## src/rtl/mbr_pkg.sv

```systemverilog
// Package with constants, register codes and word field positions of the bitmap scaler.
package mbr_pkg;

  localparam int MBR_MAX_WIDTH = 256;
  localparam int MBR_MAX_SCALE = 16;
  localparam int MBR_MAX_HEIGHT = 256;

  localparam int BYTE_BITS = 8;
  localparam int BYTE_SHIFT = 3;
  localparam logic [2:0] BIT_MSB = 3'd7;

  localparam int CFG_AW = 5;
  localparam int CFG_DW = 32;
  localparam int GEOM_W = 9;
  localparam int SCALE_W = 5;
  localparam int COLOR_W = 16;

  // Register codes, taken from the byte address bits [4:2].
  typedef enum logic [2:0] {
    REG_WIDTH    = 3'd0,
    REG_HEIGHT   = 3'd1,
    REG_SCALE_X  = 3'd2,
    REG_SCALE_Y  = 3'd3,
    REG_COLOR_FG = 3'd4,
    REG_COLOR_BG = 3'd5
  } mbr_reg_t;

  // Input action carried in in_tuser.
  typedef enum logic {
    ACT_LOAD = 1'b0,
    ACT_EMIT = 1'b1
  } mbr_act_t;

  // Bit positions inside out_tuser.
  localparam int OUT_USER_FRAME_END = 0;
  localparam int OUT_USER_STATUS = 1;

endpackage

```

## src/rtl/mbr_row_buf.sv

```systemverilog
// Single-row byte buffer with one write port and one registered read port.
module mbr_row_buf #(
  parameter int DEPTH = 32,
  parameter int AW = 5
) (
  input  logic          clk,
  input  logic          wr_en,
  input  logic [AW-1:0] wr_addr,
  input  logic [7:0]    wr_data,
  input  logic          rd_en,
  input  logic [AW-1:0] rd_addr,
  output logic [7:0]    rd_data
);

  logic [7:0] mem [DEPTH];
  logic [7:0] rd_data_r;

  always_ff @(posedge clk) begin
    if (wr_en) begin
      mem[wr_addr] <= wr_data;
    end
    if (rd_en) begin
      rd_data_r <= mem[rd_addr];
    end
  end

  assign rd_data = rd_data_r;

endmodule

```

## src/rtl/mono_bitmap_to_rgb565_scaler_unit.sv

```systemverilog
// Top level of the monochrome bitmap to RGB565 expander with integer scaling.
//
//  channel | direction | handshake         | contents
//  in_     | slave     | tvalid/tready     | tdata: data_byte; tuser: action
//  out_    | master    | tvalid/tready     | tdata: pixel; tlast: row_end;
//          |           |                   | tuser: frame_end, status
//  cfg_    | slave     | APB, pready tied  | six registers at byte address 4*i
//
// One word is accepted every cycle while the output side keeps up. An emit word
// comes out behind the buffer read register and the output register; a load word
// produces nothing. Reset is synchronous, active low, clears the counters and
// valid flags and restores the register defaults; the row buffer is not cleared.
// With out_tready low, in_tready drops once one result waits in the output
// register and one more in the read stage.
module mono_bitmap_to_rgb565_scaler_unit
  import mbr_pkg::*;
#(
  parameter int MAX_WIDTH = MBR_MAX_WIDTH,
  parameter int MAX_SCALE = MBR_MAX_SCALE
) (
  input  logic              clk,
  input  logic              rst_n,
  // Input stream.
  input  logic              in_tvalid,
  output logic              in_tready,
  input  logic [7:0]        in_tdata,   // [7:0] data_byte
  input  logic [0:0]        in_tuser,   // [0] action
  // Result stream.
  output logic              out_tvalid,
  input  logic              out_tready,
  output logic [15:0]       out_tdata,  // [15:0] pixel
  output logic              out_tlast,
  output logic [1:0]        out_tuser,  // [0] frame_end, [1] status
  // Configuration port.
  input  logic              cfg_psel,
  input  logic              cfg_penable,
  input  logic              cfg_pwrite,
  input  logic [CFG_AW-1:0] cfg_paddr,
  input  logic [CFG_DW-1:0] cfg_pwdata,
  output logic [CFG_DW-1:0] cfg_prdata,
  output logic              cfg_pready
);

  // Buffer depth in bytes and the counter widths that follow from the limits.
  localparam int STORE_DEPTH = (MAX_WIDTH + BYTE_BITS - 1) / BYTE_BITS;
  localparam int AW = (STORE_DEPTH > 1) ? $clog2(STORE_DEPTH) : 1;
  localparam int BW = $clog2(STORE_DEPTH + 1);
  localparam int CW = $clog2(MAX_WIDTH);
  localparam int WW = $clog2(MAX_WIDTH + 1);
  localparam int RW = (MAX_SCALE > 1) ? $clog2(MAX_SCALE) : 1;
  localparam int SW = $clog2(MAX_SCALE + 1);

  // Side information that travels with an emit word through the read stage.
  typedef struct packed {
    logic       status;
    logic       row_end;
    logic       frame_end;
    logic [2:0] bit_sel;
  } tag_t;

  // Configuration registers.
  logic [GEOM_W-1:0]  width_r, height_r;
  logic [SCALE_W-1:0] scale_x_r, scale_y_r;
  logic [COLOR_W-1:0] color_fg_r, color_bg_r;

  // Position counters.
  logic [BW-1:0] bytes_loaded_r, bytes_loaded_nxt;
  logic [CW-1:0] column_r, column_nxt;
  logic [RW-1:0] rep_x_r, rep_x_nxt;
  logic [RW-1:0] rep_y_r, rep_y_nxt;
  logic [7:0]    row_r, row_nxt;

  // Read stage and output register.
  logic          s1_valid_r, s1_valid_nxt;
  tag_t          s1_tag_r, s1_tag_nxt;
  logic          out_valid_r, out_valid_nxt;
  logic [15:0]   out_pixel_r;
  logic          out_row_end_r, out_frame_end_r, out_status_r;

  logic          cfg_wr;
  mbr_reg_t      cfg_idx;
  logic          in_acc, s1_adv;
  logic          is_emit, is_load;
  logic [WW-1:0] eff_w;
  logic [8:0]    eff_h;
  logic [SW-1:0] eff_sx, eff_sy;
  logic [BW-1:0] row_bytes;
  logic          row_ready;
  logic [CW-1:0] col0;
  logic [RW-1:0] rx0, ry0;
  logic [7:0]    row0;
  logic [SW-1:0] rx_inc, ry_inc;
  logic [WW-1:0] col_inc;
  logic [8:0]    row_inc;
  logic          wrap_x, wrap_c, wrap_y, wrap_r;
  logic          buf_wr, buf_rd;
  logic [AW-1:0] buf_raddr;
  logic [7:0]    buf_rdata;
  logic [15:0]   pixel_sel;

  // ---------------------------------------------------------------------------
  // Configuration port. Every access completes in its access cycle.
  // ---------------------------------------------------------------------------
  assign cfg_pready = 1'b1;
  assign cfg_wr = cfg_psel & cfg_penable & cfg_pwrite & cfg_pready;
  assign cfg_idx = mbr_reg_t'(cfg_paddr[4:2]);

  always_ff @(posedge clk) begin
    if (!rst_n) begin
      width_r    <= GEOM_W'(8);
      height_r   <= GEOM_W'(8);
      scale_x_r  <= SCALE_W'(1);
      scale_y_r  <= SCALE_W'(1);
      color_fg_r <= '1;
      color_bg_r <= '0;
    end else if (cfg_wr) begin
      unique case (cfg_idx)
        REG_WIDTH:    width_r    <= cfg_pwdata[GEOM_W-1:0];
        REG_HEIGHT:   height_r   <= cfg_pwdata[GEOM_W-1:0];
        REG_SCALE_X:  scale_x_r  <= cfg_pwdata[SCALE_W-1:0];
        REG_SCALE_Y:  scale_y_r  <= cfg_pwdata[SCALE_W-1:0];
        REG_COLOR_FG: color_fg_r <= cfg_pwdata[COLOR_W-1:0];
        REG_COLOR_BG: color_bg_r <= cfg_pwdata[COLOR_W-1:0];
        default: ;
      endcase
    end
  end

  always_comb begin
    unique case (cfg_idx)
      REG_WIDTH:    cfg_prdata = CFG_DW'(width_r);
      REG_HEIGHT:   cfg_prdata = CFG_DW'(height_r);
      REG_SCALE_X:  cfg_prdata = CFG_DW'(scale_x_r);
      REG_SCALE_Y:  cfg_prdata = CFG_DW'(scale_y_r);
      REG_COLOR_FG: cfg_prdata = CFG_DW'(color_fg_r);
      REG_COLOR_BG: cfg_prdata = CFG_DW'(color_bg_r);
      default:      cfg_prdata = '0;
    endcase
  end

  // ---------------------------------------------------------------------------
  // Effective geometry. Register values outside the legal range are pinned to
  // the nearest limit so that the counters always see a usable bound.
  // ---------------------------------------------------------------------------
  always_comb begin
    if (width_r == '0) begin
      eff_w = WW'(1);
    end else if (32'(width_r) > MAX_WIDTH) begin
      eff_w = WW'(MAX_WIDTH);
    end else begin
      eff_w = WW'(width_r);
    end

    if (height_r == '0) begin
      eff_h = 9'd1;
    end else if (32'(height_r) > MBR_MAX_HEIGHT) begin
      eff_h = 9'(MBR_MAX_HEIGHT);
    end else begin
      eff_h = height_r;
    end

    if (scale_x_r == '0) begin
      eff_sx = SW'(1);
    end else if (32'(scale_x_r) > MAX_SCALE) begin
      eff_sx = SW'(MAX_SCALE);
    end else begin
      eff_sx = SW'(scale_x_r);
    end

    if (scale_y_r == '0) begin
      eff_sy = SW'(1);
    end else if (32'(scale_y_r) > MAX_SCALE) begin
      eff_sy = SW'(MAX_SCALE);
    end else begin
      eff_sy = SW'(scale_y_r);
    end
  end

  // Bytes per source row, rounded up to whole bytes.
  assign row_bytes = BW'(({1'b0, eff_w} + (WW + 1)'(BYTE_BITS - 1)) >> BYTE_SHIFT);
  assign row_ready = (bytes_loaded_r >= row_bytes);

  // ---------------------------------------------------------------------------
  // Handshake. The read stage moves on whenever the output register is free
  // or being emptied, and a new word enters whenever the read stage moves on
  // or is empty.
  // ---------------------------------------------------------------------------
  assign s1_adv = s1_valid_r & (~out_valid_r | out_tready);
  assign in_tready = ~s1_valid_r | s1_adv;
  assign in_acc = in_tvalid & in_tready;
  assign is_emit = in_acc & (mbr_act_t'(in_tuser[0]) == ACT_EMIT);
  assign is_load = in_acc & (mbr_act_t'(in_tuser[0]) == ACT_LOAD);

  // ---------------------------------------------------------------------------
  // Position counters. Any counter that sits at or past a limit lowered by a
  // register write restarts at zero before it is used.
  // ---------------------------------------------------------------------------
  always_comb begin
    col0 = (WW'(column_r) >= eff_w) ? '0 : column_r;
    rx0  = (SW'(rep_x_r) >= eff_sx) ? '0 : rep_x_r;
    ry0  = (SW'(rep_y_r) >= eff_sy) ? '0 : rep_y_r;
    row0 = ({1'b0, row_r} >= eff_h) ? '0 : row_r;

    rx_inc  = SW'(rx0) + SW'(1);
    ry_inc  = SW'(ry0) + SW'(1);
    col_inc = WW'(col0) + WW'(1);
    row_inc = {1'b0, row0} + 9'd1;

    wrap_x = (rx_inc >= eff_sx);
    wrap_c = (col_inc >= eff_w);
    wrap_y = (ry_inc >= eff_sy);
    wrap_r = (row_inc >= eff_h);

    bytes_loaded_nxt = bytes_loaded_r;
    column_nxt = column_r;
    rep_x_nxt = rep_x_r;
    rep_y_nxt = rep_y_r;
    row_nxt = row_r;

    if (is_load && !row_ready) begin
      bytes_loaded_nxt = bytes_loaded_r + BW'(1);
    end

    if (is_emit && row_ready) begin
      rep_x_nxt  = wrap_x ? '0 : RW'(rx_inc);
      column_nxt = col0;
      rep_y_nxt  = ry0;
      row_nxt    = row0;
      if (wrap_x) begin
        column_nxt = wrap_c ? '0 : CW'(col_inc);
        if (wrap_c) begin
          rep_y_nxt = wrap_y ? '0 : RW'(ry_inc);
          if (wrap_y) begin
            // The buffered row has been replayed enough times: ask for the next.
            bytes_loaded_nxt = '0;
            row_nxt = wrap_r ? '0 : row_inc[7:0];
          end
        end
      end
    end
  end

  always_ff @(posedge clk) begin
    if (!rst_n) begin
      bytes_loaded_r <= '0;
      column_r <= '0;
      rep_x_r <= '0;
      rep_y_r <= '0;
      row_r <= '0;
    end else begin
      bytes_loaded_r <= bytes_loaded_nxt;
      column_r <= column_nxt;
      rep_x_r <= rep_x_nxt;
      rep_y_r <= rep_y_nxt;
      row_r <= row_nxt;
    end
  end

  // ---------------------------------------------------------------------------
  // Row buffer. Loads beyond the row's byte count are dropped. An emit reads
  // only when the row is complete, so every byte it reads was written earlier.
  // ---------------------------------------------------------------------------
  assign buf_wr = is_load & ~row_ready;
  assign buf_rd = is_emit & row_ready;
  assign buf_raddr = AW'(col0 >> BYTE_SHIFT);

  mbr_row_buf #(
    .DEPTH (STORE_DEPTH),
    .AW    (AW)
  ) u_row_buf (
    .clk     (clk),
    .wr_en   (buf_wr),
    .wr_addr (bytes_loaded_r[AW-1:0]),
    .wr_data (in_tdata),
    .rd_en   (buf_rd),
    .rd_addr (buf_raddr),
    .rd_data (buf_rdata)
  );

  // ---------------------------------------------------------------------------
  // Read stage: holds the flags of an emit word while its byte is read.
  // ---------------------------------------------------------------------------
  always_comb begin
    s1_tag_nxt.status    = ~row_ready;
    s1_tag_nxt.row_end   = row_ready & wrap_x & wrap_c;
    s1_tag_nxt.frame_end = row_ready & wrap_x & wrap_c & wrap_y & wrap_r;
    s1_tag_nxt.bit_sel   = col0[2:0];
    s1_valid_nxt = is_emit | (s1_valid_r & ~s1_adv);
  end

  always_ff @(posedge clk) begin
    if (!rst_n) begin
      s1_valid_r <= 1'b0;
    end else begin
      s1_valid_r <= s1_valid_nxt;
    end
  end

  always_ff @(posedge clk) begin
    if (is_emit) begin
      s1_tag_r <= s1_tag_nxt;
    end
  end

  // ---------------------------------------------------------------------------
  // Output register. A not-ready result carries a zero pixel.
  // ---------------------------------------------------------------------------
  always_comb begin
    if (s1_tag_r.status) begin
      pixel_sel = '0;
    end else if (buf_rdata[BIT_MSB - s1_tag_r.bit_sel]) begin
      pixel_sel = color_fg_r;
    end else begin
      pixel_sel = color_bg_r;
    end
    out_valid_nxt = s1_adv | (out_valid_r & ~out_tready);
  end

  always_ff @(posedge clk) begin
    if (!rst_n) begin
      out_valid_r <= 1'b0;
    end else begin
      out_valid_r <= out_valid_nxt;
    end
  end

  always_ff @(posedge clk) begin
    if (s1_adv) begin
      out_pixel_r     <= pixel_sel;
      out_row_end_r   <= s1_tag_r.row_end;
      out_frame_end_r <= s1_tag_r.frame_end;
      out_status_r    <= s1_tag_r.status;
    end
  end

  assign out_tvalid = out_valid_r;
  assign out_tdata = out_pixel_r;
  assign out_tlast = out_row_end_r;
  assign out_tuser[OUT_USER_FRAME_END] = out_frame_end_r;
  assign out_tuser[OUT_USER_STATUS] = out_status_r;

endmodule

```

## config.mk

```make
export PLATFORM = sky130hd
export DESIGN_NAME = mono_bitmap_to_rgb565_scaler_unit
export DESIGN_NICKNAME = d
export VERILOG_FILES = /design/src/rtl/mbr_pkg.sv /design/src/rtl/mbr_row_buf.sv /design/src/rtl/mono_bitmap_to_rgb565_scaler_unit.sv
export SDC_FILE = /design/constraint.sdc
export NUM_CORES = 1
export LEC_CHECK = 0
export ABC_AREA = 1
export BUFFER_PORTS_ARGS = -buffer_cell sky130_fd_sc_hd__clkbuf_2
export CORE_MARGIN = 5
export CORE_UTILIZATION = 50
export CTS_CLUSTER_DIAMETER = 40
export CTS_CLUSTER_SIZE = 16
export DETAILED_ROUTE_END_ITERATION = 16
export GPL_TIMING_DRIVEN = 0
export PLACE_DENSITY = 0.67
export SLEW_MARGIN = 10
export SYNTH_ARGS = -nofsm -noshare
export SYNTH_HDL_FRONTEND = slang
export SYNTH_SLANG_ARGS = --single-unit
```

## constraint.sdc

```tcl
create_clock -name clk -period 12.62 [get_ports clk]
set_input_delay 3.786 -clock clk [delete_from_list [all_inputs] [get_ports clk]]
set_output_delay 3.786 -clock clk [all_outputs]
set_load 0.03 [all_outputs]
```

==> key figures <==
Critical path
  – Setup CP Type: in2out
  – Worst Path Buf+Inv: 2
  – Critical-path top delay cell: nor3_1
  – Slowest stage delay, CP: 1.02 ns
  – CP cell instances: clkbuf_2 -> nor3_1 -> a221oi_1 -> o211ai_1 -> clkbuf_2
  – Req. time, crit path: 8.83 ns
  – Reg-to-reg setup timing slack: 6.79 ns
  – Largest delay share family, worst path: simple AND/OR/NAND/NOR gates
  – CP Capture Type: primary output
  – Crit start category: input pin
  – WP data arrival: 5.58 ns
  – Most Frequent Cell on Critical Path: clkbuf_2
  – Critical path fanouts, max: 10

Power
  – Comb pwr share: 6.8%
  – Seq pwr share: 42.6%
  – Max VDD drop: 0.000131 V
  – Switching pwr: 0.786 mW
  – Sw frac: 24.3%
  – Pwr/cell area: 146 nW/um^2
  – Leak pwr: 9.45 nW
  – Clock power share: 50.6%
  – Int Power: 2.45 mW

CTS
  – Total CTS buffers: 57
  – CTS root buffer: clkbuf_16
  – CTS tree: yes
  – Maximum clock path buffer count: 3
  – Clock sinks: 381
  – H-tree Lvls: 2
  – Clk pin slew, worst setup/hold paths: 0.06 ns
  – Clock latency on the worst-skew pair: 0.61 ns
  – CTS-repair resized insts: 0
  – CTS Hold Bufs: 0
  – Post-CTS Setup Bufs: 0

Timing
  – Setup TNS: 0 ns
  – Slew headroom: 14.5%
  – Final setup skew: 0.0221 ns
  – Endpoints failing setup: 0
  – Final hold vios: 0
  – Slew Viols, Final: 0
  – RSZ-0062 raised after global routing: false
  – F_max: 107 MHz
  – Fin crit period: 9.37 ns
  – Fin worst setup slack: 3.25 ns
  – Measured slew at the worst slew-check pin: 1.27 ns
  – Part of the cycle the worst path needs: 74.2%

Drt
  – Routed wl met2: 23900 um
  – Via density: 5.40
  – DRT Pass-1 Iters: 8
  – Antenna viol nets, final: 0
  – Iter 0 DRT Violations: 1316
  – Routed WL: 50500 um
  – Metal3 WL: 3800 um
  – Met1 WL: 20600 um
  – Top Layer Used: met4
  – DRC: 0
  – Vias: 15.1k
  – WL/cell: 18.1 um

Synthesis
  – Largest cells by area after synthesis: edfxtp_1, dfxtp_1, nand3_1
  – Mapped Area: 19000 um^2
  – Netlist cell types: 50
  – Synth Instances: 2092
  – Syn Area/Cell: 9.10 um^2
  – Top-count cell post-synth: nand2_1
  – Cell taking the most area after synthesis: edfxtp_1
  – Synth Flop Type: edfxtp_1
  – Commonest cells post-synth: nand2_1, nand3_1, inv_1
  – Sequential share of the synthesized area: 55.3%
  – Yosys top cell area share: 45.6%
  – Post-synth EDFFs: 289
  – FFs w/ async S/R, synth: 0%
  – Post-synthesis register bit count: 381
  – Synth warn: 0

Layout
  – N_diodes: 0
  – Fill count: 3236
  – Storage cell area: 10500 um^2
  – Layout cell share with drive strength beyond 1: 11.2%
  – Fin util: 58.7%
  – Final Net Count: 2356
  – Multi-input gate area in the final layout: 6850 um^2
  – Area delta synth->final: 16.2%

Die
  – Initial Util: 50.5%
  – Die Span X: 205 um
  – Die Span Y: 205 um
  – Core Region: 37700 um^2
  – Die ar.: 42100 um^2
  – # IOs: 107
  – Row count: 71

Placed design
  – Port Buffer Count: 70
  – HPWL Detailed: 35700 um
  – Setup slack at placement: 3.33 ns
  – Gp weighted congestion: 0.950

Global route
  – Number of global-route vias before repair: 14.8k
  – GRT overflow: 0
  – First-pass GRT wire length: 78700 um
  – Largest net degree at the start of global routing: 33
  – GRT Total Usage: 24.0%
  – Initial antenna violation count: 0

Min path
  – Tightest Hold Check Type: reg2reg

Job
  – Max-Cap Viols: 0

Run status
  – Status: completed
-- area by class of cell --
type                            instances  area share [%]
Sequential cell                       381            47.6
Multi-Input combinational cell       1313            31.0
Clock buffer                           65            6.82
Inverter                              305            5.18
Tap cell                              511            2.89
Buffer                                108            2.65
Clock inverter                         42            2.32
Timing Repair Buffer                   71            1.63
-- metrics by stage --
step           power [mW]  std cells  area (um^2)  hold WS (ns)
6_report             3.24       2796        22100         0.461
5_1_grt              3.34       2796        22100         0.473
4_1_cts              3.26       2796        22100         0.463
3_5_place_dp         1.62       2689        20100         0.449
3_3_place_gp         1.62       2688        20100         0.450
2_1_floorplan        1.54       2107        19100         0.400
-- per-layer routing --
layer  up-vias  track usage (%)
met3       151             3.97
met2       594             40.3
met1      7020             30.8
met5         -                0
met4         0             10.0
li1       7332                -
-- state kept, by name, summed over array words and instances (netlist names), 5 cells and up --
signal / flops
u_row_buf.mem: 256
color_bg_r: 16
color_fg_r: 16
out_tdata: 16
height_r: 9
width_r: 9
column_r: 8
row_r: 8
u_row_buf.rd_data: 8
bytes_loaded_r: 6
s1_tag_r: 6
scale_x_r: 5
scale_y_r: 5
-- kinds of logic after synthesis --
family | share of synthesized area [%]
and+or+nand+nor | 24.6
buffers and inverters | 9.09
DFF | 55.3
AOI/OAI and AO/OA | 6.15
adders and majority gates | 4.34
xor gates and xnor gates | 0.460
other | 0.0394
muxes | 0.105
-- cells in the final DEF (no fill, tap or decap), types with 24 or more instances in the layout --
| cell | synthesis | routed |
|---|---|---|
| dfxtp_1 | 92 | 92 |
| nand3_1 | 323 | 323 |
| nand2_1 | 395 | 395 |
| clkbuf_16 | 0 | 58 |
| nand3b_1 | 82 | 82 |
| nor2_1 | 151 | 151 |
| o21ai_0 | 78 | 78 |
| buf_2 | 24 | 24 |
| clkbuf_2 | 0 | 70 |
| inv_1 | 297 | 297 |
| clkbuf_1 | 43 | 47 |
| buf_4 | 32 | 32 |
| edfxtp_1 | 289 | 289 |
| ha_1 | 66 | 66 |
| a21oi_1 | 91 | 90 |
-- final timing paths --
path,start,endpoint,cells past startpoint
max,cfg_paddr[3],cfg_prdata[3],5
min,s1_tag_r[3]$_DFFE_PP_,out_frame_end_r$_DFFE_PP_,0
max reg2reg,width_r[7]$_SDFFE_PN0P_,bytes_loaded_r[4]$_SDFF_PN0_,28
min reg2reg,s1_tag_r[3]$_DFFE_PP_,out_frame_end_r$_DFFE_PP_,0
-- power groups by stage --
stage | clock [mW] | sequential, mW | combinational [mW]
CTS | 1.66 | 1.38 | 0.218
global route | 1.72 | 1.38 | 0.245
detailed placement | 0 | 1.40 | 0.217
finish | 1.64 | 1.38 | 0.220
floorplan | 0 | 1.41 | 0.137
global placement | 0 | 1.40 | 0.212
No activity file was read; power rests on OpenSTA's default activity.
